--- config.mk ---
export PLATFORM = sky130hd
export DESIGN_NAME = windowed_consecutive_dedup
export DESIGN_NICKNAME = d
export VERILOG_FILES = /design/src/hw/rtl/wcd_pkg.sv /design/src/hw/rtl/wcd_merge.sv /design/src/hw/rtl/wcd_out_fifo.sv /design/src/hw/rtl/windowed_consecutive_dedup.sv
export SDC_FILE = /design/constraint.sdc
export NUM_CORES = 2
export LEC_CHECK = 0
export BUFFER_PORTS_ARGS = -buffer_cell sky130_fd_sc_hd__buf_2
export CORE_MARGIN = 5
export CORE_UTILIZATION = 45
export CTS_BUF_LIST = sky130_fd_sc_hd__clkbuf_16
export CTS_CLUSTER_SIZE = 24
export DETAILED_ROUTE_END_ITERATION = 8
export SLEW_MARGIN = 5
export SYNTH_ARGS = -nofsm -noshare
export SYNTH_HDL_FRONTEND = slang
export SYNTH_SLANG_ARGS = --single-unit
--- constraint.sdc ---
create_clock -name clk_i -period 26.9 [get_ports clk_i]
set_input_delay 2.69 -clock clk_i [delete_from_list [all_inputs] [get_ports clk_i]]
set_output_delay 2.69 -clock clk_i [all_outputs]
set_load 0.02 [all_outputs]
--- src/hw/rtl/wcd_pkg.sv ---
// Shared types and constants for the windowed consecutive dedup block.
package wcd_pkg;

  localparam int unsigned DistBits  = 32;
  localparam logic [31:0] DistMask  = (DistBits >= 32) ? 32'hFFFF_FFFF
                                      : 32'((64'd1 << DistBits) - 64'd1);

  localparam int unsigned FifoDepth = 4;
  localparam int unsigned PtrBits   = $clog2(FifoDepth);
  localparam int unsigned CntBits   = $clog2(FifoDepth + 1);

  localparam int unsigned CfgIdxBits = 2;
  localparam logic [CfgIdxBits-1:0] RegMergeMode   = 2'd0;
  localparam logic [CfgIdxBits-1:0] RegMergeWindow = 2'd1;

  typedef enum logic [1:0] {
    ModeNone        = 2'd0,
    ModeKeepFirst   = 2'd1,
    ModeKeepLast    = 2'd2,
    ModeKeepClosest = 2'd3
  } merge_mode_e;

  typedef struct packed {
    logic        [31:0] id;
    logic        [31:0] route;
    logic        [31:0] off;
    logic        [31:0] price;
    logic signed [31:0] lat;
    logic signed [31:0] lon;
  } rec_t;

  typedef struct packed {
    rec_t rec;
    logic last;
  } result_t;

  // Results produced by one accepted record, in emission order.
  typedef struct packed {
    logic [1:0] num;
    result_t    first;
    result_t    second;
  } push_t;

endpackage

--- src/hw/rtl/wcd_merge.sv ---
// Held record, configuration registers and the per-record merge decision.
module wcd_merge (
  input  logic                            clk_i,
  input  logic                            rst_ni,
  input  logic                            cfg_valid_i,
  input  logic [wcd_pkg::CfgIdxBits-1:0]  cfg_index_i,
  input  logic [31:0]                     cfg_data_i,
  input  logic                            accept_i,
  input  wcd_pkg::rec_t                   rec_i,
  input  logic                            last_i,
  output wcd_pkg::push_t                  push_o
);
  import wcd_pkg::*;

  merge_mode_e        mode_q;
  logic [31:0]        window_q;
  logic               held_valid_q, held_valid_d;
  rec_t               held_q, held_d;

  rec_t               cur;
  rec_t               next_held;
  logic               merge;
  logic signed [33:0] diff;
  logic signed [33:0] win;

  always_comb begin
    cur       = rec_i;
    cur.route = rec_i.route & DistMask;
    cur.off   = rec_i.off & DistMask;
  end

  // Exact signed difference; a record behind the held one always falls in the window.
  assign diff  = $signed({2'b00, cur.route}) - $signed({2'b00, held_q.route});
  assign win   = $signed({2'b00, window_q});
  assign merge = (cur.id == held_q.id) && (diff < win);

  always_comb begin
    push_o       = '0;
    held_valid_d = held_valid_q;
    held_d       = held_q;
    next_held    = held_q;
    if (mode_q == ModeNone) begin
      held_valid_d = 1'b0;
      if (held_valid_q) begin
        push_o.num    = 2'd2;
        push_o.first  = '{rec: held_q, last: 1'b0};
        push_o.second = '{rec: cur, last: last_i};
      end else begin
        push_o.num   = 2'd1;
        push_o.first = '{rec: cur, last: last_i};
      end
    end else begin
      if (!held_valid_q) begin
        next_held = cur;
      end else if (merge) begin
        if (mode_q == ModeKeepLast ||
            (mode_q == ModeKeepClosest && cur.off < held_q.off)) begin
          next_held = cur;
        end
      end else begin
        push_o.num   = 2'd1;
        push_o.first = '{rec: held_q, last: 1'b0};
        next_held    = cur;
      end
      held_d       = next_held;
      held_valid_d = 1'b1;
      // Flush on end of list into the next free slot.
      if (last_i) begin
        held_valid_d = 1'b0;
        if (push_o.num == 2'd0) begin
          push_o.num   = 2'd1;
          push_o.first = '{rec: next_held, last: 1'b1};
        end else begin
          push_o.num    = 2'd2;
          push_o.second = '{rec: next_held, last: 1'b1};
        end
      end
    end
    if (!accept_i) begin
      push_o.num = 2'd0;
    end
  end

  always_ff @(posedge clk_i or negedge rst_ni) begin
    if (!rst_ni) begin
      mode_q       <= ModeNone;
      window_q     <= '0;
      held_valid_q <= 1'b0;
      held_q       <= '0;
    end else begin
      if (cfg_valid_i) begin
        unique case (cfg_index_i)
          RegMergeMode:   mode_q   <= merge_mode_e'(cfg_data_i[1:0]);
          RegMergeWindow: window_q <= cfg_data_i;
          default: ;
        endcase
      end
      if (accept_i) begin
        held_valid_q <= held_valid_d;
        held_q       <= held_d;
      end
    end
  end

endmodule

--- src/hw/rtl/wcd_out_fifo.sv ---
// Result queue: takes up to two results per cycle, delivers one per transfer.
module wcd_out_fifo (
  input  logic             clk_i,
  input  logic             rst_ni,
  input  wcd_pkg::push_t   push_i,
  output logic             room_o,
  output logic             out_valid_o,
  input  logic             out_stall_i,
  output wcd_pkg::result_t out_o
);
  import wcd_pkg::*;

  result_t              mem_q [FifoDepth];
  logic [PtrBits-1:0]   wr_ptr_q, rd_ptr_q;
  logic [CntBits-1:0]   count_q;
  logic                 pop;
  logic [PtrBits-1:0]   wr_ptr_nx;

  assign out_valid_o = (count_q != '0);
  assign out_o       = mem_q[rd_ptr_q];
  assign pop         = out_valid_o && !out_stall_i;
  // Keep space for the worst case of two results from the next record.
  assign room_o      = (count_q <= CntBits'(FifoDepth - 2));
  assign wr_ptr_nx   = wr_ptr_q + PtrBits'(1);

  always_ff @(posedge clk_i) begin
    if (push_i.num != 2'd0) begin
      mem_q[wr_ptr_q] <= push_i.first;
    end
    if (push_i.num == 2'd2) begin
      mem_q[wr_ptr_nx] <= push_i.second;
    end
  end

  always_ff @(posedge clk_i or negedge rst_ni) begin
    if (!rst_ni) begin
      wr_ptr_q <= '0;
      rd_ptr_q <= '0;
      count_q  <= '0;
    end else begin
      wr_ptr_q <= wr_ptr_q + PtrBits'(push_i.num);
      if (pop) begin
        rd_ptr_q <= rd_ptr_q + PtrBits'(1);
      end
      count_q <= count_q + CntBits'(push_i.num) - CntBits'(pop);
    end
  end

endmodule

--- src/hw/rtl/windowed_consecutive_dedup.sv ---
// Windowed consecutive dedup: merges same-id neighbor records within a distance window.
//
// Input channel: in_valid_i / in_stall_o with one record per transfer. The block
// holds the last kept record; a record with the same id whose route distance minus
// the held distance is below merge_window merges per merge_mode (keep first, keep
// last, keep closest). A non-merging record emits the held one; end_of_list_i
// flushes the held record with final_result_o set. Mode none passes records through.
// Output channel: out_valid_o / out_stall_i, one result per transfer.
// Configuration: cfg_valid_i / cfg_ready_o (always ready), index 0 merge_mode,
// index 1 merge_window; write only while idle.
// Each result is written into the result queue when the record that causes it is
// accepted. Input takes one record per cycle while the queue has room; a record
// that causes two results leaves as two transfers on the single-result output port.
// A four-entry result queue decouples the sides: input stalls when fewer than two
// entries are free, so a stalled receiver backs up into in_stall_o after a few
// records. Reset empties the queue, drops the held record and clears both registers.
module windowed_consecutive_dedup (
  input  logic                           clk_i,
  input  logic                           rst_ni,
  input  logic                           in_valid_i,
  output logic                           in_stall_o,
  input  logic [31:0]                    record_id_i,
  input  logic [31:0]                    route_distance_i,
  input  logic [31:0]                    offset_distance_i,
  input  logic [31:0]                    unit_price_i,
  input  logic signed [31:0]             snap_lat_i,
  input  logic signed [31:0]             snap_lon_i,
  input  logic                           end_of_list_i,
  output logic                           out_valid_o,
  input  logic                           out_stall_i,
  output logic [31:0]                    out_id_o,
  output logic [31:0]                    out_route_distance_o,
  output logic [31:0]                    out_offset_distance_o,
  output logic [31:0]                    out_price_o,
  output logic signed [31:0]             out_lat_o,
  output logic signed [31:0]             out_lon_o,
  output logic                           final_result_o,
  input  logic                           cfg_valid_i,
  output logic                           cfg_ready_o,
  input  logic [wcd_pkg::CfgIdxBits-1:0] cfg_index_i,
  input  logic [31:0]                    cfg_data_i
);
  import wcd_pkg::*;

  rec_t    in_rec;
  push_t   push;
  result_t res;
  logic    room;
  logic    accept;

  assign cfg_ready_o = 1'b1;
  assign in_stall_o  = !room;
  assign accept      = in_valid_i && room;

  assign in_rec = '{id: record_id_i, route: route_distance_i, off: offset_distance_i,
                    price: unit_price_i, lat: snap_lat_i, lon: snap_lon_i};

  wcd_merge u_merge (
    .clk_i       (clk_i),
    .rst_ni      (rst_ni),
    .cfg_valid_i (cfg_valid_i),
    .cfg_index_i (cfg_index_i),
    .cfg_data_i  (cfg_data_i),
    .accept_i    (accept),
    .rec_i       (in_rec),
    .last_i      (end_of_list_i),
    .push_o      (push)
  );

  wcd_out_fifo u_out_fifo (
    .clk_i       (clk_i),
    .rst_ni      (rst_ni),
    .push_i      (push),
    .room_o      (room),
    .out_valid_o (out_valid_o),
    .out_stall_i (out_stall_i),
    .out_o       (res)
  );

  assign out_id_o              = res.rec.id;
  assign out_route_distance_o  = res.rec.route;
  assign out_offset_distance_o = res.rec.off;
  assign out_price_o           = res.rec.price;
  assign out_lat_o             = res.rec.lat;
  assign out_lon_o             = res.rec.lon;
  assign final_result_o        = res.last;

endmodule
==> results by stage <==
Setup path:
- The number of cells on the worst reg-to-reg path is 28.
- In this run the worst path has a maximum fanout of 74.
- On the worst path, the slowest cell contributes a delay of 910 ps.
- STA puts the critical path data arrival time at 10760 ps.
- The depth of the critical timing path with buffers and inverters included is 28.
- The worst setup path is launched from a primary input.
- The worst setup path is of the in2reg kind.
- The kind of cell with the highest combined delay along the critical path is compound AO/OA/AOI/OAI gates.
- The kind of capture point of the worst setup path is a register.
- The critical path contains buffers and inverters numbering 4 combined.
- STA puts the critical path data required time at 27440 ps.
- For this design, the slowest cell found on the critical path is sky130_fd_sc_hd__buf_4.

Route:
- In the routed design, unresolved DRC markers number 0.
- The total via count in the routed design is 31390.
- The first-iteration detailed-routing DRC count is 2804.
- The count of nets left with antenna violations after detail routing is 0.
- Dividing the detail-routed wire length by the instance count gives 28.83 um.
- Dividing the detail-routed via count by the number of cells gives 6.362.
- The total detailed-routing wirelength is 142.3 mm.
- The count of TritonRoute iterations in the first routing pass is 5.

Cells and area:
- Of the cells placed in the final design, the portion with a size suffix greater than 1 is 0.3118.
- From synthesis to final layout, the design area changed by 14.52%.
- The post-layout net count is 3726.
- The number of fill cells in the layout is 8830.
- The post-layout instance count excluding filler cells is 4934.

Floorplanning:
- The floorplan step set the die height to 337.4 um.
- The total I/O pin count is 428.
- The area of the die is 113800 sq um.
- The initial utilization of the core area, before any placement, comes to 0.4519.
- The total area inside the core boundary comes to 106800 sq um.
- The placement row count is 120.
- The width of the chip is 337.4 um.

Clock network:
- The clock reaches the later pin of the worst-skew pair after 700 ps.
- For this design, the CTS-stage hold fixing added 0 buffers.
- The CTS buffer count is 111.
- Counting every sink on the clock net gives 1006.
- The clock tree buffer depth is 3.
- The cell chosen for the clock root is sky130_fd_sc_hd__clkbuf_16.
- The H-tree was split into 3 levels.
- The TritonCTS clock tree is built.
- Once the clock tree was built, the resizer swapped 0 gates to a different size.
- The number of setup buffers added after CTS is 0.
- The clock transition at the registers of the reported paths is 60 ps.

Placement:
- The wire-length estimate of the detail-placed layout is 79.67 mm.
- OpenSTA, run right after detailed placement, puts the worst setup slack at 16170 ps.
- The placed cell count is 4682.
- The count of port buffers added during placement is 426.
- At the end of routability-driven placement, the weighted congestion stood at 0.8745.

Synth:
- In the synthesized netlist, the cells that appear most often are sky130_fd_sc_hd__edfxtp_1, sky130_fd_sc_hd__a22o_1, sky130_fd_sc_hd__dfrtp_1.
- sky130_fd_sc_hd__edfxtp_1 takes more of the synthesized area than any other cell.
- Of the post-synthesis cell area, the dominant cell type holds 0.4806.
- After synthesis the cells add up to 48240 sq um.
- The most frequent cell after synthesis is sky130_fd_sc_hd__edfxtp_1.
- Synthesis produced a netlist with a net count of 3374.
- The warning count from the yosys run is 0.
- The distinct cell type count after synthesis is 63.
- After synthesis, the cell types taking the most area are sky130_fd_sc_hd__edfxtp_1, sky130_fd_sc_hd__a22o_1, sky130_fd_sc_hd__dfrtp_1, sky130_fd_sc_hd__mux4_2, sky130_fd_sc_hd__mux2_2.
- The count of flip-flops with a built-in enable after synthesis is 772.
- In the synthesized netlist the async set-or-reset flop fraction comes to 0.2326.
- The synthesized design contains 1006 register bits.
- The share of the Yosys chip area taken by registers is 0.6019.
- Synthesis produced a netlist whose cell count is 3040.
- For this run, the leading register cell type out of synthesis is sky130_fd_sc_hd__edfxtp_1.
- The synthesized area divided by synthesized cell count is 15.87 sq um.

STA:
- Setup repair after global routing left no endpoint under its margin.
- Setup violations remaining at the end of the flow were counted as 0.
- The clock skew is 32.54 ps.
- Hold timing on the final database bottoms out at a slack of 502.8 ps.
- The count of final hold-check violations came to 0.
- The worst slew margin relative to its limit is 0.1884.
- The achievable clock frequency is 97.85 MHz.
- For the pin with the worst max-slew slack, the measured transition is 1215 ps.
- The final critical-path setup slack is 16680 ps.
- The max-slew violation total from the final report is 0.
- The worst path needs 10220 ps of the cycle, external delays included.
- Dividing the final minimum period by the clock period gives 0.3799.

GRT:
- The number of antenna violations at the first check in global routing is 46.
- The number of global-route vias before repair is 32350.
- The met1 track utilization from global routing is 0.3232.
- The final global-route overflow total is 0.
- Entering global routing, the biggest net connects 116 pins.
- The total routing usage reported by global routing is 0.2440.
- For this run, global-route usage on met3 was measured as 0.04752.
- The met2 usage in global routing is 0.4050.
- The most congested layer reported by global routing is met2.
- The first global-routing pass estimated 209.0 mm of wire.

Run:
- Max-cap violations in this run came to 0.

Power:
- For this design the static power due to leakage is 21.37 nW.
- The maximum vdd drop is 0.09003 mV.
- For this design the ratio of total power to cell area is 134.8 nW/um^2.

Hold path:
- The class of the tightest hold or removal check is reg2reg.
- Counting instances, the worst hold path has a depth of 1.

Outcome:
- The flow ran to the end, and the final reports show no timing, DRC or antenna violations.
-- state kept, by name, summed over array words and instances, names as in the netlist --
name,flops
u_merge.held_q,192
u_merge.held_valid_q,1
u_merge.mode_q,2
u_merge.window_q,32
u_out_fifo.count_q,3
u_out_fifo.mem_q,772
u_out_fifo.rd_ptr_q,2
u_out_fifo.wr_ptr_q,2
-- layer usage --
| layer | routed length, um | up-vias | part of all wire |
|---|---|---|---|
| met1 | 57240 | 16500 | 0.40 |
| met2 | 70510 | 1303 | 0.50 |
| li1 | - | 13320 | - |
| met4 | 3563 | 22 | 0.025 |
| met3 | 10800 | 247 | 0.076 |
| met5 | 146 | - | 0.0010 |
-- logic make-up (layout without fill, tap and decap cells) --
group | after synthesis | in the layout | share of synthesized area
flip-flops | 1006 | 1006 | 0.6019
AO/OA/AOI/OAI | 946 | 946 | 0.1648
multiplexers | 424 | 424 | 0.1439
buffers and inverters | 353 | 802 | 0.03546
AND/OR/NAND/NOR | 143 | 143 | 0.01523
adder cells (fa/ha/maj) | 102 | 102 | 0.02677
XOR/XNOR | 65 | 65 | 0.01180
other | 1 | 43 | 0.00007774
-- worst paths after layout --
check                                       from                       to  slack [ps]
min                        u_out_fifo.count_q[2]    u_out_fifo.count_q[2]         500
min reg2reg                u_out_fifo.count_q[2]    u_out_fifo.count_q[2]         500
max reg2reg                  u_merge.held_q[129]  u_out_fifo.mem_q[0][91]       18250
max                          route_distance_i[1]  u_out_fifo.mem_q[0][91]       16680
max in group asynchronous                 rst_ni     u_merge.window_q[15]       23400
min in group asynchronous                 rst_ni       u_merge.held_q[46]        2000
-- through the flow --
stage | utilization | TNS, ps | power (mW) | cell area (sq um)
2_1_floorplan | - | -19550 | 4.991 | 48240
6_report | 0.5175 | 0 | 7.446 | 55240
3_3_place_gp | 0.4822 | 0 | 5.865 | 51470
3_5_place_dp | 0.4822 | 0 | 5.949 | 51470
4_1_cts | 0.5165 | 0 | 7.486 | 55140
5_1_grt | 0.5169 | 0 | 7.802 | 55180
-- layout make-up --
type / count / area [sq um] / area share
Multi-Input combinational cell: 1681 / 17650 / 0.3194
Sequential cell: 1006 / 29050 / 0.5258
Inverter: 113 / 424.2 / 0.007678
Tap cell: 1403 / 1755 / 0.03178
Clock buffer: 114 / 2853 / 0.05164
Timing Repair Buffer: 479 / 2603 / 0.04711
Antenna cell: 42 / 105.1 / 0.001903
Clock inverter: 96 / 810.8 / 0.01468
-- worst register-to-register path, delay by kind of cell, from the launching register on --
family                     cells  cell delay [ps]
DFF                            1              510
and+or+nand+nor                6             1380
buffers and inverters          4             1570
adders and majority gates      3              770
AOI/OAI and AO/OA             15             4280
-- placed cells by master (no fill, tap or decap), drive strengths merged, types with 10 or more instances in the layout --
cell    synthesis  final
nor2           28     28
nor4           14     14
clkinv          0     52
o211ai         11     11
a21o           22     22
edfxtp        772    772
mux2          226    226
nand3          14     14
inv           113    142
diode           0     42
mux4          193    193
nand4          13     13
a22o          765    765
nand2          28     28
o21a           12     12
bufinv          0     13
buf           124    479
clkbuf        116    114
xnor2          25     25
o21ai          30     30
ha            100    100
and3           10     10
a21oi          52     52
nor3           10     10
dfrtp         234    234
xor2           40     40
-- report_power, final --
| group | internal [mW] | leakage (nW) | switching [mW] |
|---|---|---|---|
| clock | 0.891 | 1.91 | 0.637 |
| sequential | 2.27 | 9.83 | 0.291 |
| combinational | 1.39 | 9.63 | 1.97 |
| total | 4.55 | 21.4 | 2.90 |
Note: power is estimated with default switching activity, not from simulation.
